**config.mk**
```make
export PLATFORM = sky130hd
export DESIGN_NAME = first_fit_partition_allocator_flat
export DESIGN_NICKNAME = d
export VERILOG_FILES = /design/src/rtl/core/ffpa_pkg.sv /design/src/rtl/core/ffpa_if.sv /design/src/rtl/core/ffpa_ram.sv /design/src/rtl/core/ffpa_oreg.sv /design/src/rtl/core/ffpa_ctrl.sv /design/src/rtl/core/first_fit_partition_allocator.sv /design/src/flat_wrapper.sv
export SDC_FILE = /design/constraint.sdc
export NUM_CORES = 1
export LEC_CHECK = 0
export BUFFER_PORTS_ARGS = -buffer_cell sky130_fd_sc_hd__buf_4
export CORE_MARGIN = 4
export CORE_UTILIZATION = 25
export DETAILED_ROUTE_END_ITERATION = 8
export PLACE_DENSITY = 0.4
export SKIP_CTS_REPAIR_TIMING = 1
export SLEW_MARGIN = 20
export SYNTH_ARGS = -nofsm -noshare
export SYNTH_HDL_FRONTEND = slang
export SYNTH_SLANG_ARGS = --single-unit
export TNS_END_PERCENT = 100
```
**constraint.sdc**
```tcl
create_clock -name clk_i -period 5.4 [get_ports clk_i]
set_input_delay 1.08 -clock clk_i [delete_from_list [all_inputs] [get_ports clk_i]]
set_output_delay 1.08 -clock clk_i [all_outputs]
set_load 0.03 [all_outputs]
```
**src/rtl/core/ffpa_pkg.sv**
```systemverilog
// Shared types and constants for the first-fit partition allocator.
`timescale 1ns / 1ps

package ffpa_pkg;

  localparam int unsigned CMD_W = 2;
  localparam int unsigned BLK_W = 6;
  localparam int unsigned CNT_W = 7;
  localparam int unsigned TOT_W = 22;

  localparam logic [TOT_W-1:0] TOT_MAX = {TOT_W{1'b1}};

  typedef enum logic [CMD_W-1:0] {
    CMD_LOAD  = 2'd0,
    CMD_REQ   = 2'd1,
    CMD_CLEAR = 2'd2
  } cmd_e;

  typedef enum logic [2:0] {
    ST_INIT,
    ST_IDLE,
    ST_CLEAR,
    ST_SCAN,
    ST_DONE
  } state_e;

  // Fixed-width part of one result.
  typedef struct packed {
    logic             is_request;
    logic             granted;
    logic [BLK_W-1:0] granted_block;
    logic [TOT_W-1:0] total_leftover;
    logic [CNT_W-1:0] free_count;
  } ffpa_stat_t;

endpackage

```
**src/rtl/core/ffpa_if.sv**
```systemverilog
// Valid/ready channel interfaces for allocator commands and results.
`timescale 1ns / 1ps

interface ffpa_in_if #(
  parameter int unsigned SIZE_BITS = 16
);
  logic                         valid;
  logic                         ready;
  logic [ffpa_pkg::CMD_W-1:0]   cmd;
  logic [ffpa_pkg::BLK_W-1:0]   block_number;
  logic [SIZE_BITS-1:0]         size_value;

  modport source (output valid, output cmd, output block_number, output size_value,
                  input ready);
  modport sink (input valid, input cmd, input block_number, input size_value,
                output ready);
endinterface

interface ffpa_out_if #(
  parameter int unsigned SIZE_BITS = 16
);
  logic                         valid;
  logic                         ready;
  logic                         is_request;
  logic                         granted;
  logic [ffpa_pkg::BLK_W-1:0]   granted_block;
  logic [SIZE_BITS-1:0]         granted_size;
  logic [SIZE_BITS-1:0]         leftover;
  logic [ffpa_pkg::TOT_W-1:0]   total_leftover;
  logic [ffpa_pkg::CNT_W-1:0]   free_count;

  modport source (output valid, output is_request, output granted, output granted_block,
                  output granted_size, output leftover, output total_leftover,
                  output free_count, input ready);
  modport sink (input valid, input is_request, input granted, input granted_block,
                input granted_size, input leftover, input total_leftover,
                input free_count, output ready);
endinterface

```
**src/rtl/core/ffpa_ram.sv**
```systemverilog
// Generic simple dual-port RAM with one write port and a registered read port.
`timescale 1ns / 1ps

module ffpa_ram #(
  parameter int unsigned WIDTH = 16,
  parameter int unsigned DEPTH = 64
) (
  input  logic                                      clk_i,
  input  logic                                      we_i,
  input  logic [((DEPTH > 1) ? $clog2(DEPTH) : 1)-1:0] waddr_i,
  input  logic [WIDTH-1:0]                          wdata_i,
  input  logic [((DEPTH > 1) ? $clog2(DEPTH) : 1)-1:0] raddr_i,
  output logic [WIDTH-1:0]                          rdata_o
);

  logic [WIDTH-1:0] mem_q [DEPTH];
  logic [WIDTH-1:0] rdata_q;

  always_ff @(posedge clk_i) begin
    if (we_i) begin
      mem_q[waddr_i] <= wdata_i;
    end
    rdata_q <= mem_q[raddr_i];
  end

  assign rdata_o = rdata_q;

endmodule

```
**src/rtl/core/ffpa_oreg.sv**
```systemverilog
// Output register stage that holds one finished result until it is taken.
`timescale 1ns / 1ps

module ffpa_oreg #(
  parameter int unsigned DW = 8
) (
  input  logic          clk_i,
  input  logic          rst_ni,
  input  logic          up_valid_i,
  output logic          up_ready_o,
  input  logic [DW-1:0] up_data_i,
  output logic          dn_valid_o,
  input  logic          dn_ready_i,
  output logic [DW-1:0] dn_data_o
);

  logic          valid_q;
  logic          valid_d;
  logic [DW-1:0] data_q;

  assign up_ready_o = !valid_q || dn_ready_i;

  always_comb begin
    valid_d = valid_q;
    if (up_ready_o) begin
      valid_d = up_valid_i;
    end
  end

  always_ff @(posedge clk_i or negedge rst_ni) begin
    if (!rst_ni) begin
      valid_q <= 1'b0;
    end else begin
      valid_q <= valid_d;
    end
  end

  always_ff @(posedge clk_i) begin
    if (up_valid_i && up_ready_o) begin
      data_q <= up_data_i;
    end
  end

  assign dn_valid_o = valid_q;
  assign dn_data_o  = data_q;

endmodule

```
**src/rtl/core/ffpa_ctrl.sv**
```systemverilog
// Sequencer that owns the size and used-flag memories and scans them first fit.
`timescale 1ns / 1ps

module ffpa_ctrl #(
  parameter int unsigned MAX_BLOCKS = 64,
  parameter int unsigned SIZE_BITS  = 16
) (
  input  logic                       clk_i,
  input  logic                       rst_ni,
  input  logic [ffpa_pkg::CNT_W-1:0] block_count_i,
  input  logic                       in_valid_i,
  output logic                       in_ready_o,
  input  logic [ffpa_pkg::CMD_W-1:0] cmd_i,
  input  logic [ffpa_pkg::BLK_W-1:0] blk_i,
  input  logic [SIZE_BITS-1:0]       size_i,
  output logic                       res_valid_o,
  input  logic                       res_ready_i,
  output ffpa_pkg::ffpa_stat_t       res_stat_o,
  output logic [SIZE_BITS-1:0]       res_gsize_o,
  output logic [SIZE_BITS-1:0]       res_left_o
);

  localparam int unsigned AW   = (MAX_BLOCKS > 1) ? $clog2(MAX_BLOCKS) : 1;
  localparam int unsigned CW   = ((AW > ffpa_pkg::CNT_W) ? AW : ffpa_pkg::CNT_W) + 1;
  localparam int unsigned XW   = ((AW > ffpa_pkg::BLK_W) ? AW : ffpa_pkg::BLK_W) + 1;
  localparam int unsigned SUMW = ((SIZE_BITS > ffpa_pkg::TOT_W) ? SIZE_BITS
                                                                  : ffpa_pkg::TOT_W) + 1;

  ffpa_pkg::state_e state_q, state_d;

  logic [AW-1:0]                ptr_q, ptr_d;
  logic [AW-1:0]                chk_q, chk_d;
  logic                         rd_pend_q, rd_pend_d;
  logic                         issue_q, issue_d;
  logic [SIZE_BITS-1:0]         size_q, size_d;
  logic [ffpa_pkg::CNT_W-1:0]   free_q, free_d;
  logic [ffpa_pkg::TOT_W-1:0]   tot_q, tot_d;
  logic                         res_req_q, res_req_d;
  logic                         res_grant_q, res_grant_d;
  logic [ffpa_pkg::BLK_W-1:0]   res_blk_q, res_blk_d;
  logic [SIZE_BITS-1:0]         res_gsize_q, res_gsize_d;
  logic [SIZE_BITS-1:0]         res_left_q, res_left_d;

  logic                         in_fire;
  logic [CW-1:0]                bc_x, eff_x;
  logic [ffpa_pkg::CNT_W-1:0]   eff;
  logic                         ptr_last;
  logic                         chk_last;
  logic                         more;
  logic [XW-1:0]                blk_x;
  logic [XW-1:0]                chk_xw;
  logic                         blk_ok;
  logic                         hit;
  logic [SIZE_BITS-1:0]         left;
  logic [SUMW-1:0]              sum;

  logic                         size_we;
  logic [AW-1:0]                size_waddr;
  logic [SIZE_BITS-1:0]         size_rd;
  logic                         used_we;
  logic [AW-1:0]                used_waddr;
  logic                         used_wdata;
  logic                         used_rd;

  ffpa_ram #(.WIDTH(SIZE_BITS), .DEPTH(MAX_BLOCKS)) u_size_ram (
    .clk_i   (clk_i),
    .we_i    (size_we),
    .waddr_i (size_waddr),
    .wdata_i (size_i),
    .raddr_i (ptr_q),
    .rdata_o (size_rd)
  );

  ffpa_ram #(.WIDTH(1), .DEPTH(MAX_BLOCKS)) u_used_ram (
    .clk_i   (clk_i),
    .we_i    (used_we),
    .waddr_i (used_waddr),
    .wdata_i (used_wdata),
    .raddr_i (ptr_q),
    .rdata_o (used_rd)
  );

  // Partition count clamped to the table depth.
  assign bc_x     = CW'(block_count_i);
  assign eff_x    = (bc_x > CW'(MAX_BLOCKS)) ? CW'(MAX_BLOCKS) : bc_x;
  assign eff      = eff_x[ffpa_pkg::CNT_W-1:0];

  assign in_ready_o = (state_q == ffpa_pkg::ST_IDLE);
  assign in_fire    = in_valid_i && in_ready_o;

  assign ptr_last = (ptr_q == AW'(MAX_BLOCKS - 1));
  assign chk_last = ((CW'(chk_q) + CW'(1)) == eff_x);
  assign more     = ((CW'(ptr_q) + CW'(1)) < eff_x);

  assign blk_x  = XW'(blk_i);
  assign blk_ok = (blk_x < XW'(MAX_BLOCKS));
  assign chk_xw = XW'(chk_q);

  // Read data belongs to entry chk_q, issued the cycle before.
  assign hit  = (state_q == ffpa_pkg::ST_SCAN) && rd_pend_q && !used_rd && (size_q <= size_rd);
  assign left = size_rd - size_q;
  assign sum  = SUMW'(tot_q) + SUMW'(left);

  always_comb begin
    state_d = state_q;
    case (state_q)
      ffpa_pkg::ST_INIT: begin
        if (ptr_last) state_d = ffpa_pkg::ST_IDLE;
      end
      ffpa_pkg::ST_IDLE: begin
        if (in_fire) begin
          case (cmd_i)
            ffpa_pkg::CMD_REQ:   state_d = (eff == '0) ? ffpa_pkg::ST_DONE : ffpa_pkg::ST_SCAN;
            ffpa_pkg::CMD_CLEAR: state_d = ffpa_pkg::ST_CLEAR;
            default:             state_d = ffpa_pkg::ST_DONE;
          endcase
        end
      end
      ffpa_pkg::ST_CLEAR: begin
        if (ptr_last) state_d = ffpa_pkg::ST_DONE;
      end
      ffpa_pkg::ST_SCAN: begin
        if (hit || (rd_pend_q && chk_last)) state_d = ffpa_pkg::ST_DONE;
      end
      ffpa_pkg::ST_DONE: begin
        if (res_ready_i) state_d = ffpa_pkg::ST_IDLE;
      end
      default: state_d = ffpa_pkg::ST_IDLE;
    endcase
  end

  always_comb begin
    ptr_d       = ptr_q;
    chk_d       = chk_q;
    rd_pend_d   = 1'b0;
    issue_d     = issue_q;
    size_d      = size_q;
    free_d      = free_q;
    tot_d       = tot_q;
    res_req_d   = res_req_q;
    res_grant_d = res_grant_q;
    res_blk_d   = res_blk_q;
    res_gsize_d = res_gsize_q;
    res_left_d  = res_left_q;
    size_we     = 1'b0;
    size_waddr  = blk_x[AW-1:0];
    used_we     = 1'b0;
    used_waddr  = ptr_q;
    used_wdata  = 1'b0;

    case (state_q)
      ffpa_pkg::ST_INIT, ffpa_pkg::ST_CLEAR: begin
        used_we = 1'b1;
        ptr_d   = ptr_last ? '0 : ptr_q + AW'(1);
      end
      ffpa_pkg::ST_IDLE: begin
        if (in_fire) begin
          size_d      = size_i;
          ptr_d       = '0;
          issue_d     = 1'b1;
          res_req_d   = 1'b0;
          res_grant_d = 1'b0;
          res_blk_d   = '0;
          res_gsize_d = '0;
          res_left_d  = '0;
          case (cmd_i)
            ffpa_pkg::CMD_LOAD: begin
              size_we = blk_ok;
            end
            ffpa_pkg::CMD_REQ: begin
              res_req_d = 1'b1;
            end
            ffpa_pkg::CMD_CLEAR: begin
              free_d = eff;
              tot_d  = '0;
            end
            default: begin
            end
          endcase
        end
      end
      ffpa_pkg::ST_SCAN: begin
        if (issue_q) begin
          rd_pend_d = 1'b1;
          chk_d     = ptr_q;
          ptr_d     = ptr_q + AW'(1);
          issue_d   = more;
        end
        if (hit) begin
          used_we     = 1'b1;
          used_waddr  = chk_q;
          used_wdata  = 1'b1;
          issue_d     = 1'b0;
          res_grant_d = 1'b1;
          res_blk_d   = chk_xw[ffpa_pkg::BLK_W-1:0];
          res_gsize_d = size_rd;
          res_left_d  = left;
          tot_d       = (sum > SUMW'(ffpa_pkg::TOT_MAX)) ? ffpa_pkg::TOT_MAX
                                                         : sum[ffpa_pkg::TOT_W-1:0];
          if (free_q != '0) free_d = free_q - ffpa_pkg::CNT_W'(1);
        end
      end
      default: begin
      end
    endcase
  end

  always_ff @(posedge clk_i or negedge rst_ni) begin
    if (!rst_ni) begin
      state_q   <= ffpa_pkg::ST_INIT;
      ptr_q     <= '0;
      rd_pend_q <= 1'b0;
      issue_q   <= 1'b0;
      free_q    <= '0;
      tot_q     <= '0;
    end else begin
      state_q   <= state_d;
      ptr_q     <= ptr_d;
      rd_pend_q <= rd_pend_d;
      issue_q   <= issue_d;
      free_q    <= free_d;
      tot_q     <= tot_d;
    end
  end

  always_ff @(posedge clk_i) begin
    chk_q       <= chk_d;
    size_q      <= size_d;
    res_req_q   <= res_req_d;
    res_grant_q <= res_grant_d;
    res_blk_q   <= res_blk_d;
    res_gsize_q <= res_gsize_d;
    res_left_q  <= res_left_d;
  end

  assign res_valid_o                = (state_q == ffpa_pkg::ST_DONE);
  assign res_stat_o.is_request      = res_req_q;
  assign res_stat_o.granted         = res_grant_q;
  assign res_stat_o.granted_block   = res_blk_q;
  assign res_stat_o.total_leftover  = tot_q;
  assign res_stat_o.free_count      = free_q;
  assign res_gsize_o                = res_gsize_q;
  assign res_left_o                 = res_left_q;

  // A fitting entry ends the scan and the result is offered next cycle.
  assert property (@(posedge clk_i) disable iff (!rst_ni)
    hit |=> (state_q == ffpa_pkg::ST_DONE) && res_grant_q)
    else $error("first-fit hit did not complete the request");

  // Only a request result can carry a grant.
  assert property (@(posedge clk_i) disable iff (!rst_ni)
    (res_valid_o && res_grant_q) |-> res_req_q)
    else $error("grant reported on a non-request result");

  // A granted leftover is the block size minus the requested size.
  assert property (@(posedge clk_i) disable iff (!rst_ni)
    (res_valid_o && res_grant_q) |-> (res_left_q == (res_gsize_q - size_q)))
    else $error("leftover does not match granted size");

  // The fragmentation total never drops during a scan.
  assert property (@(posedge clk_i) disable iff (!rst_ni)
    (state_q == ffpa_pkg::ST_SCAN) |=> (tot_q >= $past(tot_q)))
    else $error("fragmentation total decreased during a scan");

endmodule

```
**src/rtl/core/first_fit_partition_allocator.sv**
```systemverilog
// Top level of the first-fit fixed-partition allocator.
`timescale 1ns / 1ps

// A load, an unused command or a request with no partitions in use goes straight to its
// result; a request reads entries from zero, up to block_count clamped to MAX_BLOCKS, until
// the first fit; a clear first sweeps every used flag free. One transaction is in flight;
// the next can be accepted in the cycle after the result moves into the output register.
// Reset: used flags are swept free before the first command is accepted.

module first_fit_partition_allocator #(
  parameter int unsigned MAX_BLOCKS = 64,
  parameter int unsigned SIZE_BITS  = 16
) (
  input  logic                       clk_i,
  input  logic                       rst_ni,
  input  logic                       cfg_we_i,
  input  logic [ffpa_pkg::CNT_W-1:0] cfg_wdata_i,
  ffpa_in_if.sink                    in_i,
  ffpa_out_if.source                 res_o
);

  localparam int unsigned STAT_W = $bits(ffpa_pkg::ffpa_stat_t);
  localparam int unsigned DW     = STAT_W + 2 * SIZE_BITS;

  // Number of partitions in use, counted from table entry zero.
  logic [ffpa_pkg::CNT_W-1:0] block_count_q;

  always_ff @(posedge clk_i or negedge rst_ni) begin
    if (!rst_ni) begin
      block_count_q <= '0;
    end else if (cfg_we_i) begin
      block_count_q <= cfg_wdata_i;
    end
  end

  ffpa_pkg::ffpa_stat_t   res_stat;
  ffpa_pkg::ffpa_stat_t   out_stat;
  logic [SIZE_BITS-1:0]   res_gsize;
  logic [SIZE_BITS-1:0]   res_left;
  logic                   res_valid;
  logic                   res_ready;
  logic [DW-1:0]          out_data;

  // The sequencer serializes all memory traffic, so an allocation write is
  // always finished before the next scan reads the same entry.
  ffpa_ctrl #(
    .MAX_BLOCKS (MAX_BLOCKS),
    .SIZE_BITS  (SIZE_BITS)
  ) u_ctrl (
    .clk_i         (clk_i),
    .rst_ni        (rst_ni),
    .block_count_i (block_count_q),
    .in_valid_i    (in_i.valid),
    .in_ready_o    (in_i.ready),
    .cmd_i         (in_i.cmd),
    .blk_i         (in_i.block_number),
    .size_i        (in_i.size_value),
    .res_valid_o   (res_valid),
    .res_ready_i   (res_ready),
    .res_stat_o    (res_stat),
    .res_gsize_o   (res_gsize),
    .res_left_o    (res_left)
  );

  // The output register decouples the result consumer from the sequencer.
  ffpa_oreg #(
    .DW (DW)
  ) u_oreg (
    .clk_i      (clk_i),
    .rst_ni     (rst_ni),
    .up_valid_i (res_valid),
    .up_ready_o (res_ready),
    .up_data_i  ({res_stat, res_gsize, res_left}),
    .dn_valid_o (res_o.valid),
    .dn_ready_i (res_o.ready),
    .dn_data_o  (out_data)
  );

  assign out_stat             = out_data[DW-1 -: STAT_W];
  assign res_o.is_request     = out_stat.is_request;
  assign res_o.granted        = out_stat.granted;
  assign res_o.granted_block  = out_stat.granted_block;
  assign res_o.total_leftover = out_stat.total_leftover;
  assign res_o.free_count     = out_stat.free_count;
  assign res_o.granted_size   = out_data[2*SIZE_BITS-1 -: SIZE_BITS];
  assign res_o.leftover       = out_data[SIZE_BITS-1:0];

endmodule
```
**src/flat_wrapper.sv**
```systemverilog
// flat-port wrapper written by rule: the top's interface ports become plain ports
module first_fit_partition_allocator_flat 
#(
  parameter int unsigned MAX_BLOCKS = 64,
  parameter int unsigned SIZE_BITS  = 16
)
  (clk_i, rst_ni, cfg_we_i, cfg_wdata_i, in_i_valid, in_i_cmd, in_i_block_number, in_i_size_value, in_i_ready, res_o_valid, res_o_is_request, res_o_granted, res_o_granted_block, res_o_granted_size, res_o_leftover, res_o_total_leftover, res_o_free_count, res_o_ready);
  ffpa_in_if #(.SIZE_BITS(SIZE_BITS)) in_i_i ();
  ffpa_out_if #(.SIZE_BITS(SIZE_BITS)) res_o_i ();
  input  logic clk_i;
  input  logic rst_ni;
  input  logic cfg_we_i;
  input  logic [ffpa_pkg::CNT_W-1:0] cfg_wdata_i;
  input wire logic [$bits(in_i_i.valid)-1:0] in_i_valid;
  input wire logic [$bits(in_i_i.cmd)-1:0] in_i_cmd;
  input wire logic [$bits(in_i_i.block_number)-1:0] in_i_block_number;
  input wire logic [$bits(in_i_i.size_value)-1:0] in_i_size_value;
  output wire logic [$bits(in_i_i.ready)-1:0] in_i_ready;
  output wire logic [$bits(res_o_i.valid)-1:0] res_o_valid;
  output wire logic [$bits(res_o_i.is_request)-1:0] res_o_is_request;
  output wire logic [$bits(res_o_i.granted)-1:0] res_o_granted;
  output wire logic [$bits(res_o_i.granted_block)-1:0] res_o_granted_block;
  output wire logic [$bits(res_o_i.granted_size)-1:0] res_o_granted_size;
  output wire logic [$bits(res_o_i.leftover)-1:0] res_o_leftover;
  output wire logic [$bits(res_o_i.total_leftover)-1:0] res_o_total_leftover;
  output wire logic [$bits(res_o_i.free_count)-1:0] res_o_free_count;
  input wire logic [$bits(res_o_i.ready)-1:0] res_o_ready;
  assign in_i_i.valid = in_i_valid;
  assign in_i_i.cmd = in_i_cmd;
  assign in_i_i.block_number = in_i_block_number;
  assign in_i_i.size_value = in_i_size_value;
  assign in_i_ready = in_i_i.ready;
  assign res_o_valid = res_o_i.valid;
  assign res_o_is_request = res_o_i.is_request;
  assign res_o_granted = res_o_i.granted;
  assign res_o_granted_block = res_o_i.granted_block;
  assign res_o_granted_size = res_o_i.granted_size;
  assign res_o_leftover = res_o_i.leftover;
  assign res_o_total_leftover = res_o_i.total_leftover;
  assign res_o_free_count = res_o_i.free_count;
  assign res_o_i.ready = res_o_ready;
  first_fit_partition_allocator #(.MAX_BLOCKS(MAX_BLOCKS), .SIZE_BITS(SIZE_BITS)) u_core (.clk_i(clk_i), .rst_ni(rst_ni), .cfg_we_i(cfg_we_i), .cfg_wdata_i(cfg_wdata_i), .in_i(in_i_i), .res_o(res_o_i));
endmodule
```
; ---- Word-level counts from Yosys, hierarchy flattened
; Memories as Yosys holds them, arrays and structs flattened. A register that Yosys moved wholly into a read port is not among the register bits.
; Cells that the tools add are included.
; W data, S select, Z words.
[classes]
add_sub_neg = 6
n_lt_le_gt_ge = 5
eq_ne = 17
muxes = 52
n_reduce_logical = 25
[ops]
columns = op, count
row1 = $mux W22, 4
row2 = $pmux W16 S2, 2
row3 = $mux W16, 3
row4 = $pmux W22 S2, 1
row5 = $mux W6, 6
row6 = $mux W7, 5
row7 = $add A22 B16 Y23, 1
row8 = $gt A23 B22 Y1 const B, 1
row9 = $mux W3, 6
row10 = $pmux W6 S3, 1
row11 = $mux W1, 17
row12 = $le A16 B16 Y1, 1
row13 = $sub A16 B16 Y16, 1
row14 = $pmux W3 S5, 1
row15 = $add A6 B1 Y7 const B, 2
row16 = $pmux W7 S2, 1
row17 = $pmux W6 S2, 1
row18 = $ne A2 B1 Y1 const B, 5
row19 = $reduce_and A5 Y1, 2
row20 = $ne A2 B2 Y1 const B, 4
row21 = $eq A7 B7 Y1, 1
row22 = $gt A7 B7 Y1 const B, 1
row23 = $logic_not A7 Y1, 1
row24 = $lt A6 B7 Y1 const B, 1
row25 = other kinds (23), 36
[totals]
regBits = 179
ram_bits = 1088
out_inout_bits = 71
wordCells = 123
n_memories = 2
[memory_table]
columns = memory, depth, width, read_ports, rd_clocked_by_memory_dff, write_ports, line
row1 = u_core.u_ctrl.u_size_ram.mem_q, 64, 16, 1, 1, 1, ffpa_ram.sv:16  ; logic [WIDTH-1:0] mem_q [DEPTH];
row2 = u_core.u_ctrl.u_used_ram.mem_q, 64, 1, 1, 1, 1, ffpa_ram.sv:16

; ---- Longest topological paths before layout
; Gate-level depths: netlist of run 1.
[depth]
depth_word = 8
mapped_depth = 17
ltp_nobuf = 17

; ---- Hierarchy
; From an unflattened synthesis of run 1, not the netlist that was laid out.
[unflattened]
hier_cells = 2747
area_unflattened_um2 = 51593.2
[by_module_without_submodules]
columns = mod, n_inst, cells_per_inst, area_per_inst_um2, seq_area_each_um2
row1 = ffpa_ram at u_core.u_ctrl.u_size_ram, 1, 1829, 40042.2, 31069.8
row2 = ffpa_ctrl, 1, 626, 6219.7, 2862.7
row3 = ffpa_ram at u_core.u_ctrl.u_used_ram, 1, 204, 2914.0, 1941.9
row4 = ffpa_oreg, 1, 73, 2125.8, 2097.0
row5 = first_fit_partition_allocator, 1, 15, 291.5, 175.2

; ---- Worst setup path before layout of run 1
; No wires, ideal clock.
[synth_path]
path_kind = input-to-reg
start = input res_o_ready
end = register u_core.u_oreg.data_q[0] (netlist: u_core.u_oreg.dn_data_o[0]), enable pin
arrival_ns = 4.014
required_ns = 4.904
slack_ns = 0.889
cell_stages = 2
path_buffers = 0
cell_sequence = nor2b_1 > nor2_1
[synth_via]
elab_chain_len = 2
[synth_lines]
columns = item, line
row1 = "start, declared", flat_wrapper.sv:27  ; input wire logic [$bits(res_o_i.ready)-1:0] res_o_ready;
row2 = $logic_or A1 B1 Y1, ffpa_oreg.sv:21  ; assign up_ready_o = !valid_q || dn_ready_i;
row3 = $logic_and A1 B1 Y1, ffpa_oreg.sv:39  ; if (up_valid_i && up_ready_o) begin
row4 = "end signal, assigned", ffpa_oreg.sv:40  ; data_q <= up_data_i;
row5 = "end, declared", ffpa_oreg.sv:19  ; logic [DW-1:0] data_q;
; Every way passes these cells.
; A chain may end at the register's enable or synchronous reset.

; ---- Worst setup path in the final report of run 1
[layout_path]
start = register u_core.u_ctrl.size_q[6]
end = register u_core.u_ctrl.tot_q[21] (netlist bit)
[layout_via]
elab_chain_len = 6
elab_cells_between_ends = 10
classes_between = add/sub (2) / order compare (2) / eq/ne (1) / mux (3) / reduce/logical (2)
[layout_lines]
columns = item, line
row1 = "start, declared", ffpa_ctrl.sv:35  ; logic [SIZE_BITS-1:0] size_q, size_d;
row2 = "start signal, assigned", ffpa_ctrl.sv:228  ; size_q <= size_d;
row3 = $sub A16 B16 Y16 (*), ffpa_ctrl.sv:101  ; assign left = size_rd - size_q;
row4 = net u_core.u_ctrl.left[13], ffpa_ctrl.sv:54  ; logic [SIZE_BITS-1:0] left;
row5 = $add A22 B16 Y23 (*), ffpa_ctrl.sv:102  ; assign sum = SUMW'(tot_q) + SUMW'(left);
row6 = $gt A23 B22 Y1, ffpa_ctrl.sv:198  ; tot_d = (sum > SUMW'(ffpa_pkg::TOT_MAX)) ? ffpa_pkg::TOT_MAX
row7 = $mux W22 (*), ffpa_ctrl.sv:198
row8 = $mux W22 (*), ffpa_ctrl.sv:189  ; if (hit) begin
row9 = $pmux W22 S2 (*), ffpa_ctrl.sv:151  ; case (state_q)
row10 = "end signal, assigned", ffpa_ctrl.sv:222  ; tot_q <= tot_d;
row11 = "end, declared", ffpa_ctrl.sv:37  ; logic [ffpa_pkg::TOT_W-1:0] tot_q, tot_d;
; The timed path passes the listed nets; every way through them passes the cells marked *. The select of a mux whose other input is x is not followed.

==> results.md, run 1 <==
* Status: complete, no violations
* F_max at around 220 MHz
* Post-synthesis adder-cell area fraction at 0.01214
* Post-route clock period utilization at 0.8300
* Clock sink total at roughly 1300
* Simple-gate share of the synthesized area at 0.04242
* Max stage delay on crit path at 0.64 ns
* Worst slew margin relative to its limit at 0.2735
* Site Rows at about 170
* Post-synth top area share at 0.7076
* Post-synth top flop: edfxtp_1
* # DRC at 0
* Part of the power in combinational logic at 0.012
* Die Ht at about 460 um
* I/O Pins at 107
* Placed wire-length estimate at 87370 um
* Depth of the worst register-to-register path at 16
* Gpl congestion at 0.7404
* Pins Over Slew Limit at 0
* Final instance area at between 60000 and 70000 sq um
* Worst Path Required at 6.00 ns
* Hold WC Path Type: in2async
* Critical R2R Launch: u_core.u_ctrl.size_q[6]$_DFFE_PP_
* Flop pwr share at 0.540
* Final net count at 3308
* Lkg Pwr at approximately 0.019 uW
* Reg area at between 30000 and 40000 sq um
* Fillers at 20260
* Synth top area cells: edfxtp_1 (71%), mux4_2 (6.7%), mux2i_1 (4.0%), dfrtp_1 (2.3%), a21oi_1 (1.7%)
* Setup tns final at 0 ns
* Total gr overflow at 0
* CTS clk-pin slew, worst paths at roughly 0.060 ns
* Final ANT Viol Nets at 0
* CTS Buf Count at between 100 and 150
* Asr flop ratio synth at 0.03738
* Vias in the first global route at roughly 28000
* Compound-cell area share of the yosys netlist at 0.06204
* Switch share at 0.2016
* Gr usage total at 0.1307
* Drt total wl at ~140000 um
* Reg2reg end: u_core.u_ctrl.tot_q[21]$_DFFE_PN0P_
* Vias/cell at ~4.5
* CP max stage cell: o31ai_1
* Post-synthesis sequential area ratio at 0.7374
* Clk pwr share at 0.449
* Critical path capture point type: flip-flop
* RSZ-0062 raised after global routing: no
* Global-route wire length before repair at 206300 um
* Initial core utilization at 0.2521
* Multi-input gate area at roughly 13000 sq um
* Power Total at ~20000 uW
* Yosys warnings at 0
* Critical-path cell list: inv_1 -> ha_1 -> a21o_1 -> a211oi_1 -> nor2_1 -> a211o_1 -> a221oi_1 -> xnor2_1 -> ha_1 -> a21o_1 -> a211o_1 -> o31ai_1 -> nor3_1 -> buf_4 -> o21ba_2 -> o221ai_1
* Die Wd at around 460 um
* Max-Cap Viols at 0
* Synthesized instance count at between 3000 and 4000
* Clock Skews at 0.02345 ns
* CP Launch Type: flip-flop
* Mux contribution to synthesized area at 0.1249
* Worst skew pair latency at around 0.76 ns
* Sw Pwr at 4065 uW
* CTS root buf: clkbuf_16
* # setup viols final at 0
* Critical path startpoint: u_core.u_ctrl.size_q[6]$_DFFE_PP_
* Maximum buffer depth of the clock tree at 3
* Worst-Margin Slew at 1.087 ns
* Dpl cells at between 5000 and 6000
* Count of cell types in the netlist at 75
* Register-to-register setup slack at ~0.92 ns
* Setup CP Type: reg2reg
* Largest family of logic cells by synthesized area: multiplexers
* Register bit total from synthesis at ~1300
* Avg Cell Area, Syn at around 17 sq um
* Pre-antenna DRT Iters at 5
* Crit path buffers/inverters at 2
* Via count at around 27000
* CORE AREA at between 200000 and 250000 sq um
* Power Internal at 16100 uW
* Area leader, netlist: edfxtp_1
* Number of buffers added on ports at approximately 110
* Crit path max-delay family: compound AO/OA/AOI/OAI gates
* Largest net degree at the start of global routing at 90
* Final hold violations at 0
* Critical path arrival at between 5 and 6 ns
* Post-Syn Area at between 50000 and 60000 sq um
* Placed Area at 56500 sq um
* Share of layout cells above drive strength 1 at 0.2141
* DR iter-0 viols at approximately 2000
* Pwr Density at around 330 nW/um^2
* H-tree Lvls at 4
* Synthesized Nets at between 3000 and 4000
* Xor/xnor share of the synthesized area at 0.005926
* Number of flops mapped to enable cells by yosys at between 1000 and 1500
* WL per Instance at ~24 um
* Fin cells at between 6000 and 7000
* Fin crit period at 4.482 ns
* Initial antenna violation count at 28
* CTS tree: built
* Layout area overhead at 17.43%
* Max FO, Critical Path at 17
* Die Area at approximately 210000 sq um
* Final core occ at 0.2960
* Peak supply drop at around 0.32 mV
## logic make-up after synthesis
| logic type | Yosys count |
|---|---|
| compound gates | 517 |
| xor+xnor | 35 |
| mux | 442 |
| flops | 1284 |
| buf+inv | 194 |
| simple gates | 483 |
| fa+ha+maj | 49 |
## cell usage after synthesis, types with 3 or more instances
| cell | number |
|---|---|
| edfxtp_1 | 1219 |
| mux2i_1 | 209 |
| a21oi_1 | 177 |
| nor2_1 | 177 |
| nand2_1 | 161 |
| mux4_2 | 153 |
| o21ai_0 | 119 |
| clkbuf_1 | 92 |
| mux2_2 | 78 |
| o221ai_1 | 71 |
| o22ai_1 | 69 |
| dfrtp_1 | 48 |
| ha_1 | 47 |
| and2_1 | 39 |
| buf_2 | 37 |
| inv_1 | 35 |
| buf_1 | 26 |
| xnor2_1 | 23 |
| nand3_1 | 19 |
| dfxtp_1 | 17 |
| nand2b_1 | 16 |
| a21o_1 | 12 |
| a31oi_1 | 12 |
| nor2b_1 | 12 |
| xor2_1 | 12 |
| nor3_1 | 11 |
| nand3b_1 | 8 |
| and3_1 | 7 |
| nand4_1 | 7 |
| o211ai_1 | 7 |
| a211oi_1 | 6 |
| a22o_1 | 5 |
| or3_1 | 5 |
| a211o_1 | 4 |
| or2_2 | 4 |
| a221oi_1 | 3 |
| nor3b_1 | 3 |
| o21a_1 | 3 |
| or3b_2 | 3 |
## power by group through the flow
| stage | registers (uW) | logic (uW) | clock network, uW |
|---|---|---|---|
| 6_report | 10900 | 234 | 9050 |
| 3_3_place_gp | 11100 | 237 | 0 |
| 4_1_cts | 10900 | 242 | 9380 |
| 3_5_place_dp | 11100 | 241 | 0 |
| 2_1_floorplan | 11100 | 40.1 | 0 |
| 5_1_grt | 10900 | 259 | 9800 |
## metrics by stage
stage / hold WS, ns / setup slack [ns]
after floorplan: 0.4003 / 0.8894
after global placement: 0.4044 / 0.9767
after detailed placement: 0.4054 / 0.9631
after CTS: 0.3359 / 0.9384
after global routing: 0.3905 / 0.5591
final: 0.3716 / 0.9180
## layout by cell type, fill, tap and decap left out, types with 71 or more instances in the layout
master     synthesis  layout
edfxtp_1        1219    1219
buf_4              0     222
mux2i_1          209     209
a21oi_1          177     177
nand2_1          161     160
mux4_2           153     153
clkbuf_16          0     144
nor2_1           177     138
o21ai_0          119     119
mux2_2            78      78
o221ai_1          71      71
## worst register-to-register path: stages, from the launching register on
cell	delay, ns
edfxtp_1	0.32
inv_1	0.04
ha_1	0.35
a21o_1	0.19
a211oi_1	0.32
nor2_1	0.09
a211o_1	0.33
a221oi_1	0.31
xnor2_1	0.21
ha_1	0.31
a21o_1	0.23
a211o_1	0.31
o31ai_1	0.64
nor3_1	0.11
buf_4	0.23
o21ba_2	0.24
o221ai_1	0.10
## worst max-delay path by stage
stage	end	slack, ns	depth (start not counted)
final	u_core.u_ctrl.tot_q[21]$_DFFE_PN0P_	0.92	16
after detailed placement	u_core.u_ctrl.tot_q[21]$_DFFE_PN0P_	0.96	16
after global placement	u_core.u_ctrl.tot_q[21]$_DFFE_PN0P_	0.98	16
after CTS	u_core.u_ctrl.tot_q[21]$_DFFE_PN0P_	0.94	16
after global routing	u_core.u_ctrl.tot_q[21]$_DFFE_PN0P_	0.56	16
after floorplan	u_core.u_oreg.dn_data_o[0]$_DFFE_PP_	0.89	2
## final cells by class
cell class | instances | share of cell area
inverters | 37 | 0.002286
diodes | 5 | 0.0002060
flip-flops and latches | 1284 | 0.6282
well taps | 2688 | 0.05536
multi-input cells | 1526 | 0.2128
clock buffers | 191 | 0.06239
clock inverters | 53 | 0.007374
repair buffers | 234 | 0.03139
## sequential cells by signal, indices dropped and copies added (netlist names)
| name | count |
|---|---|
| u_core.block_count_q | 7 |
| u_core.u_ctrl.res_gsize_o | 16 |
| u_core.u_ctrl.state_q | 3 |
| u_core.u_ctrl.rd_pend_q | 1 |
| u_core.u_oreg.dn_data_o | 69 |
| u_core.u_ctrl.res_grant_q | 1 |
| u_core.u_ctrl.res_blk_q | 6 |
| u_core.u_ctrl.free_q | 7 |
| u_core.u_oreg.dn_valid_o | 1 |
| u_core.u_ctrl.issue_q | 1 |
| u_core.u_ctrl.u_size_ram.rdata_o | 16 |
| u_core.u_ctrl.tot_q | 22 |
| u_core.u_ctrl.chk_q | 6 |
| u_core.u_ctrl.u_size_ram.mem_q | 1024 |
| u_core.u_ctrl.res_req_q | 1 |
| u_core.u_ctrl.size_q | 16 |
| u_core.u_ctrl.u_used_ram.rdata_o | 1 |
| u_core.u_ctrl.res_left_o | 16 |
| u_core.u_ctrl.ptr_q | 6 |
| u_core.u_ctrl.u_used_ram.mem_q | 64 |
## routing by layer
layer | share of wire | global-route usage | up-vias
li1 | - | - | 12400
met3 | 0.040 | 0.02130 | 159
met4 | 0.018 | 0.02872 | 0
met5 | 0 | 0 | -
met2 | 0.44 | 0.1971 | 584
met1 | 0.50 | 0.1967 | 14220
Power figures use the tool's default switching activity.
==> run 2, diff against run 1 <==
--- a/config.mk
+++ b/config.mk
@@ -9,7 +9,7 @@
 export CORE_MARGIN = 4
 export CORE_UTILIZATION = 25
 export DETAILED_ROUTE_END_ITERATION = 8
-export PLACE_DENSITY = 0.4
+export PLACE_DENSITY = 0.41
 export SKIP_CTS_REPAIR_TIMING = 1
 export SLEW_MARGIN = 20
 export SYNTH_ARGS = -nofsm -noshare
==> constraint.sdc (replaced) <==
create_clock -name clk_i -period 3.6 [get_ports clk_i]
set_input_delay 0.72 -clock clk_i [delete_from_list [all_inputs] [get_ports clk_i]]
set_output_delay 0.72 -clock clk_i [all_outputs]
set_load 0.03 [all_outputs]
==> run 2 against run 1 <==
Effect of this change: hold slack worse by 0.39 ns; combinational power is 45% higher; sequential cell count stayed put; power is 53% higher; the flow now finishes with violations (hold timing); register-to-register slack worse by 0.92 ns; sequential share of layout area is 1.4 points lower; critical path depth is 1 higher; cell count is 1.7% higher; die area stayed put; critical path type unchanged; via count is 2.5% higher.
==> results.md, run 2 (synthesis results as in run 1) <==
* Die Ht at 462.9 um (unchanged)
* F_max at 277.9 MHz (was 223.1 MHz)
* Failing checks: hold timing
* Worst path most repeated cell: buf_6
* Max stage delay on crit path at 0.38 ns (was 0.64 ns)
* CTS Buf Count at 139 (was 140)
* CP Launch Type: flip-flop (unchanged)
* Final hold slack at -0.01549 ns (was 0.3716 ns)
* Vias/cell at 4.583 (was 4.548)
* Sw Pwr at 6193 uW (was 4065 uW)
* CTS tree: built (unchanged)
* RSZ-0062 raised after global routing: yes (was no)
* Hold WC Path Type: in2async (unchanged)
* Peak supply drop at 0.5257 mV (was 0.3214 mV)
* Critical path capture point type: flip-flop (unchanged)
* Setup tns final at 0 ns (unchanged)
* Switch share at 0.2012 (was 0.2016)
* Part of the power in combinational logic at 0.011 (was 0.012)
* Pins Over Slew Limit at 0 (unchanged)
* Site Rows at 166 (unchanged)
* Gpl congestion at 0.7321 (was 0.7404)
* Initial core utilization at 0.2521 (unchanged)
* Drt total wl at 142900 um (was 143000 um)
* Final hold violations at 9 (was 0)
* Lkg Pwr at 0.01979 uW (was 0.01909 uW)
* Number of flip-flops under the largest register name at 1024 (unchanged)
* Setup CP Type: reg2reg (unchanged)
* Clock sink total at 1284 (unchanged)
* Vias in the first global route at 28310 (was 27590)
* Share of layout cells above drive strength 1 at 0.2511 (was 0.2141)
* Maximum buffer depth of the clock tree at 3 (unchanged)
* Pre-antenna DRT Iters at 7 (was 5)
* WL per Instance at 23.34 um (was 23.76 um)
* Power Internal at 24590 uW (was 16100 uW)
* # setup viols final at 0 (unchanged)
* Flop pwr share at 0.530 (was 0.540)
* Commonest cells after routing, fill and taps aside: edfxtp_1 (1219), buf_4 (303), mux2i_1 (209), a21oi_1 (173), nand2_1 (155) (was edfxtp_1 (1219), buf_4 (222), mux2i_1 (209), a21oi_1 (177), nand2_1 (160))
* Largest net degree at the start of global routing at 72 (was 90)
* Depth of the worst register-to-register path at 17 (was 16)
* CORE AREA at 205200 sq um (unchanged)
* Initial antenna violation count at 26 (was 28)
* Critical path arrival at 4.24 ns (was 5.09 ns)
* I/O Pins at 107 (unchanged)
* Worst skew pair latency at 0.76 ns (about the same)
* Worst slew margin relative to its limit at 0.3930 (was 0.2735)
* # DRC at 0 (unchanged)
* Final instance area at 62150 sq um (was 60750 sq um)
* Layout area overhead at 20.15% (was 17.43%)
* Final net count at 3405 (was 3308)
* Largest reg by FF count: u_core.u_ctrl.u_size_ram.mem_q (unchanged)
* Clk pwr share at 0.459 (was 0.449)
* Gr usage total at 0.1312 (was 0.1307)
* Final ANT Viol Nets at 0 (unchanged)
* Placed wire-length estimate at 87720 um (was 87370 um)
* Pwr Density at 495.3 nW/um^2 (was 332.0 nW/um^2)
* Max-Cap Viols at 0 (unchanged)
* Critical-path cell list: ha_4 -> inv_2 -> fa_2 -> a211oi_2 -> o211ai_1 -> a32o_2 -> nor2_4 -> xnor2_2 -> ha_1 -> buf_6 -> a211o_1 -> o22a_1 -> o31ai_4 -> nor3_4 -> buf_6 -> o21ai_1 -> nand2_1 (was inv_1 -> ha_1 -> a21o_1 -> a211oi_1 -> nor2_1 -> a211o_1 -> a221oi_1 -> xnor2_1 -> ha_1 -> a21o_1 -> a211o_1 -> o31ai_1 -> nor3_1 -> buf_4 -> o21ba_2 -> o221ai_1)
* Worst-Margin Slew at 0.9106 ns (was 1.087 ns)
* Total gr overflow at 0 (unchanged)
* CP max stage cell: edfxtp_1 (was o31ai_1)
* Clock Skews at 0.02751 ns (was 0.02345 ns)
* Global-route wire length before repair at 207700 um (was 206300 um)
* Placed Area at 57310 sq um (was 56500 sq um)
* Via count at 28060 (was 27370)
* Fin crit period at 3.599 ns (was 4.482 ns)
* CTS clk-pin slew, worst paths at 0.07 ns (was 0.06 ns)
* Post-route clock period utilization at 0.9997 (was 0.8300)
* H-tree Lvls at 4 (unchanged)
* Die Wd at 462.9 um (unchanged)
* Die Area at 214300 sq um (unchanged)
* CTS root buf: clkbuf_16 (unchanged)
* Status: complete, but fails checks (was complete, no violations)
* DR iter-0 viols at 2394 (was 2022)
* Worst Path Required at 4.24 ns (was 6.00 ns)
* Number of buffers added on ports at 106 (unchanged)
* Most common cell after layout, fill and taps aside: edfxtp_1 (unchanged)
* Max FO, Critical Path at 7 (was 17)
==> run 2: changes by cell type in the layout (fill, tap and decap cells not counted), sizes merged <==
cell and change:
clkinvlp +1, bufinv +6, buf +98, clkinv +21
clkbuf -22
==> run 2: power groups by stage <==
stage | registers, uW | clock network [uW] | logic (uW)
finish | 16300 | 14100 | 340
global route | 16300 | 15200 | 384
CTS | 16300 | 14600 | 354
detailed placement | 16600 | 0 | 354
global placement | 16600 | 0 | 345
floorplan | 16600 | 0 | 60.6
==> run 2: cell type report <==
cell class	count	area [sq um]
multi-input combinational	1526	13190
timing repair buffer	332	2811
sequential	1284	38160
fill	20290	143100
antenna	5	12.51
inverter	37	143.9
clock buffer	169	3727
tap	2688	3363
clock inverter	81	737.0
==> run 2: stage by stage <==
| step | hold slack, ns | setup WS (ns) | total power, uW | utilization | cells |
|---|---|---|---|---|---|
| global route | 0.003890 | -0.1918 | 31910 | 0.3029 | 6121 |
| global placement | 0.4046 | -0.1090 | 16980 | 0.2793 | 5859 |
| detailed placement | 0.4084 | -0.1516 | 16990 | 0.2793 | 5859 |
| finish | -0.01549 | 0.001226 | 30790 | 0.3029 | 6122 |
| floorplan | 0.4003 | -0.07683 | 16700 | - | 3004 |
| CTS | -0.04565 | -0.1910 | 31270 | 0.3011 | 6109 |
==> run 2: path summary, 6_finish.rpt <==
| path | start | slack (ns) | end |
|---|---|---|---|
| max | u_core.u_ctrl.size_q[0]$_DFFE_PP_ | 0.001 | u_core.u_ctrl.tot_q[11]$_DFFE_PN0P_ |
| min | rst_ni | -0.02 | u_core.u_ctrl.tot_q[3]$_DFFE_PN0P_ |
| max reg2reg | u_core.u_ctrl.size_q[0]$_DFFE_PP_ | 0.001 | u_core.u_ctrl.tot_q[11]$_DFFE_PN0P_ |
| min reg2reg | u_core.u_ctrl.res_blk_q[0]$_SDFFCE_PN0P_ | 0.42 | u_core.u_oreg.dn_data_o[61]$_DFFE_PP_ |
| max in group asynchronous | rst_ni | 3.09 | u_core.u_ctrl.ptr_q[1]$_DFFE_PN0P_ |
| min in group clk_i | cfg_wdata_i[6] | 0.19 | u_core.block_count_q[6]$_DFFE_PN0P_ |
==> run 2: worst max-delay path: cells and delay by family (launching register included) <==
family	cells	cell delay (ns)
compound gates	7	1.57
xor+xnor	1	0.09
fa+ha+maj	3	0.80
buf+inv	3	0.33
flops	1	0.38
simple gates	3	0.29
==> run 2: layer usage <==
layer  track usage  wire length (um)  vias up
met3       0.02046              6032      185
met1        0.1963             70460    14610
met2        0.1962             63250      643
li1              -                 -    12610
met4       0.03701              3022        6
met5      0.003342               124        -
==> run 3, diff against run 2 <==
--- a/config.mk
+++ b/config.mk
@@ -9,7 +9,7 @@
 export CORE_MARGIN = 4
 export CORE_UTILIZATION = 25
 export DETAILED_ROUTE_END_ITERATION = 8
-export PLACE_DENSITY = 0.41
+export PLACE_DENSITY = 0.4
 export SKIP_CTS_REPAIR_TIMING = 1
 export SLEW_MARGIN = 20
 export SYNTH_ARGS = -nofsm -noshare
==> constraint.sdc (replaced) <==
create_clock -name clk_i -period 4.06 [get_ports clk_i]
set_input_delay 0.812 -clock clk_i [delete_from_list [all_inputs] [get_ports clk_i]]
set_output_delay 0.812 -clock clk_i [all_outputs]
set_load 0.03 [all_outputs]
==> run 3 against run 2 <==
Effect of this change: cell count is 1.5% lower; the flow now finishes without violations; power is 13% lower; fmax is 5.8% lower; critical path depth is 1 lower; highest routed layer is now met4; critical endpoint is now u_core.u_ctrl.tot_q[7]$_DFFE_PN0P_.
==> results.md, run 3 (synthesis results as in run 1) <==
* Status: complete, no violations (was complete, but fails checks)
* CTS tree: built (unchanged)
* # DRC at 0 (unchanged)
* Power Internal at 21460 uW (was 24590 uW)
* Sw Pwr at 5417 uW (was 6193 uW)
* Lkg Pwr at 0.01925 uW (was 0.01979 uW)
* Share of layout cells above drive strength 1 at 0.2232 (was 0.2511)
* Most common cell after layout, fill and taps aside: edfxtp_1 (unchanged)
* CTS clk-pin slew, worst paths at 0.06 ns (was 0.07 ns)
* Largest net degree at the start of global routing at 77 (was 72)
* Critical path capture point type: flip-flop (unchanged)
* H-tree Lvls at 4 (unchanged)
* Gr usage total at 0.1309 (was 0.1312)
* Switch share at 0.2015 (was 0.2012)
* CP Launch Type: flip-flop (unchanged)
* Global-route wire length before repair at 207300 um (was 207700 um)
* Worst Path Required at 4.70 ns (was 4.24 ns)
* Vias in the first global route at 27690 (was 28310)
* Placed wire-length estimate at 86760 um (was 87720 um)
* Worst slew margin relative to its limit at 0.3397 (was 0.3930)
* Hold WC Path Type: in2async (unchanged)
* Peak supply drop at 0.3885 mV (was 0.5257 mV)
* Flop pwr share at 0.539 (was 0.530)
* Largest reg by FF count: u_core.u_ctrl.u_size_ram.mem_q (unchanged)
* Final hold slack at 0.08386 ns (was -0.01549 ns)
* Final net count at 3323 (was 3405)
* Pwr Density at 440.3 nW/um^2 (was 495.3 nW/um^2)
* Depth of the worst register-to-register path at 16 (was 17)
* Gpl congestion at 0.7286 (was 0.7321)
* Initial core utilization at 0.2521 (unchanged)
* Total gr overflow at 0 (unchanged)
* Layout area overhead at 18.01% (was 20.15%)
* DR iter-0 viols at 1994 (was 2394)
* Clock sink total at 1284 (unchanged)
* Fin crit period at 3.819 ns (was 3.599 ns)
* Number of flip-flops under the largest register name at 1024 (unchanged)
* Final ANT Viol Nets at 0 (unchanged)
* Post-route clock period utilization at 0.9406 (was 0.9997)
* Initial antenna violation count at 11 (was 26)
* Critical path arrival at 4.45 ns (was 4.24 ns)
* Worst-Margin Slew at 0.9904 ns (was 0.9106 ns)
* CTS Buf Count at 140 (was 139)
* Die Area at 214300 sq um (unchanged)
* Setup CP Type: reg2reg (unchanged)
* Clk pwr share at 0.450 (was 0.459)
* Die Ht at 462.9 um (unchanged)
* Die Wd at 462.9 um (unchanged)
* Final hold violations at 0 (was 9)
* Site Rows at 166 (unchanged)
* Drt total wl at 142600 um (was 142900 um)
* RSZ-0062 raised after global routing: yes (unchanged)
* WL per Instance at 23.64 um (was 23.34 um)
* Via count at 27470 (was 28060)
* # setup viols final at 0 (unchanged)
* Part of the power in combinational logic at 0.011 (about the same)
* Worst skew pair latency at 0.77 ns (was 0.76 ns)
* I/O Pins at 107 (unchanged)
* Max-Cap Viols at 0 (unchanged)
* Max FO, Critical Path at 14 (was 7)
* CORE AREA at 205200 sq um (unchanged)
* Commonest cells after routing, fill and taps aside: edfxtp_1 (1219), buf_4 (232), mux2i_1 (209), a21oi_1 (176), nand2_1 (160) (was edfxtp_1 (1219), buf_4 (303), mux2i_1 (209), a21oi_1 (173), nand2_1 (155))
* Pre-antenna DRT Iters at 5 (was 7)
* Placement Setup Slack at 0.03513 ns (was -0.1516 ns)
* Maximum buffer depth of the clock tree at 3 (unchanged)
* CTS root buf: clkbuf_16 (unchanged)
* Clock Skews at 0.03625 ns (was 0.02751 ns)
* Number of buffers added on ports at 106 (unchanged)
* Pins Over Slew Limit at 0 (unchanged)
* F_max at 261.9 MHz (was 277.9 MHz)
* Vias/cell at 4.554 (was 4.583)
* Setup ws final at 0.2413 ns (was 0.001226 ns)
==> run 3: cell types whose count changed in the layout (fill, tap and decap cells not counted), moves of 9 or more <==
cell,previous run,this run
buf_4,303,232
o21ai_0,98,118
nor2_2,27,41
nor2_1,146,135
clkinv_1,40,30
o21ai_1,11,1
o21ai_2,10,0
clkbuf_1,22,31
==> run 3: worst max-delay path, stage by stage, from the launching register on <==
cell,delay [ns]
edfxtp_1,0.37
inv_1,0.07
ha_1,0.23
a21o_1,0.18
a211oi_2,0.26
nor2_1,0.07
a211o_1,0.33
a221oi_2,0.31
xnor2_2,0.18
ha_1,0.29
a21o_1,0.23
a211o_1,0.36
o31ai_4,0.33
nor3_4,0.10
buf_12,0.15
o21ai_0,0.16
nand2_1,0.08
==> run 3: cell type report <==
type                            instances  area (sq um)
Sequential cell                      1284         38160
Clock inverter                         67         483.0
Clock buffer                          180          3822
Fill cell                           20330        144200
Multi-Input combinational cell       1526         12990
Antenna cell                            1         2.502
Inverter                               37         138.9
Timing Repair Buffer                  249          2082
Tap cell                             2688          3363
==> run 3: worst paths after layout <==
kind / startpoint / end / slack [ns]
max: u_core.u_ctrl.size_q[6]$_DFFE_PP_ / u_core.u_ctrl.tot_q[7]$_DFFE_PN0P_ / 0.24
min: rst_ni / u_core.u_ctrl.tot_q[4]$_DFFE_PN0P_ / 0.08
max reg2reg: u_core.u_ctrl.size_q[6]$_DFFE_PP_ / u_core.u_ctrl.tot_q[7]$_DFFE_PN0P_ / 0.24
min reg2reg: u_core.u_ctrl.res_blk_q[5]$_SDFFCE_PN0P_ / u_core.u_oreg.dn_data_o[66]$_DFFE_PP_ / 0.42
max in group asynchronous: rst_ni / u_core.u_ctrl.ptr_q[3]$_DFFE_PN0P_ / 3.40
min in group clk_i: cfg_wdata_i[5] / u_core.block_count_q[5]$_DFFE_PN0P_ / 0.30
==> run 3: power groups by stage <==
stage	combinational, uW	sequential, uW	clock [uW]
2_1_floorplan	53.4	14700	0
3_3_place_gp	307	14800	0
3_5_place_dp	312	14800	0
4_1_cts	313	14500	12500
5_1_grt	339	14500	13100
6_report	299	14500	12100
==> run 3: routing by layer <==
metal | share of wire | track usage | up-vias
li1 | - | - | 12430
met1 | 0.50 | 0.1981 | 14360
met2 | 0.44 | 0.1968 | 511
met3 | 0.038 | 0.01969 | 170
met4 | 0.016 | 0.03017 | 0
met5 | 0 | 0 | -
==> run 3: stage by stage <==
stage	instances	utilization	power [uW]	setup TNS, ns	area [sq um]
floorplan	3004	-	14800	0	51730
global placement	5783	0.2762	15060	0	56670
detailed placement	5783	0.2762	15070	0	56670
CTS	6030	0.2971	27310	-0.008430	60970
global route	6031	0.2975	27920	-0.0004814	61040
finish	6032	0.2975	26880	0	61050
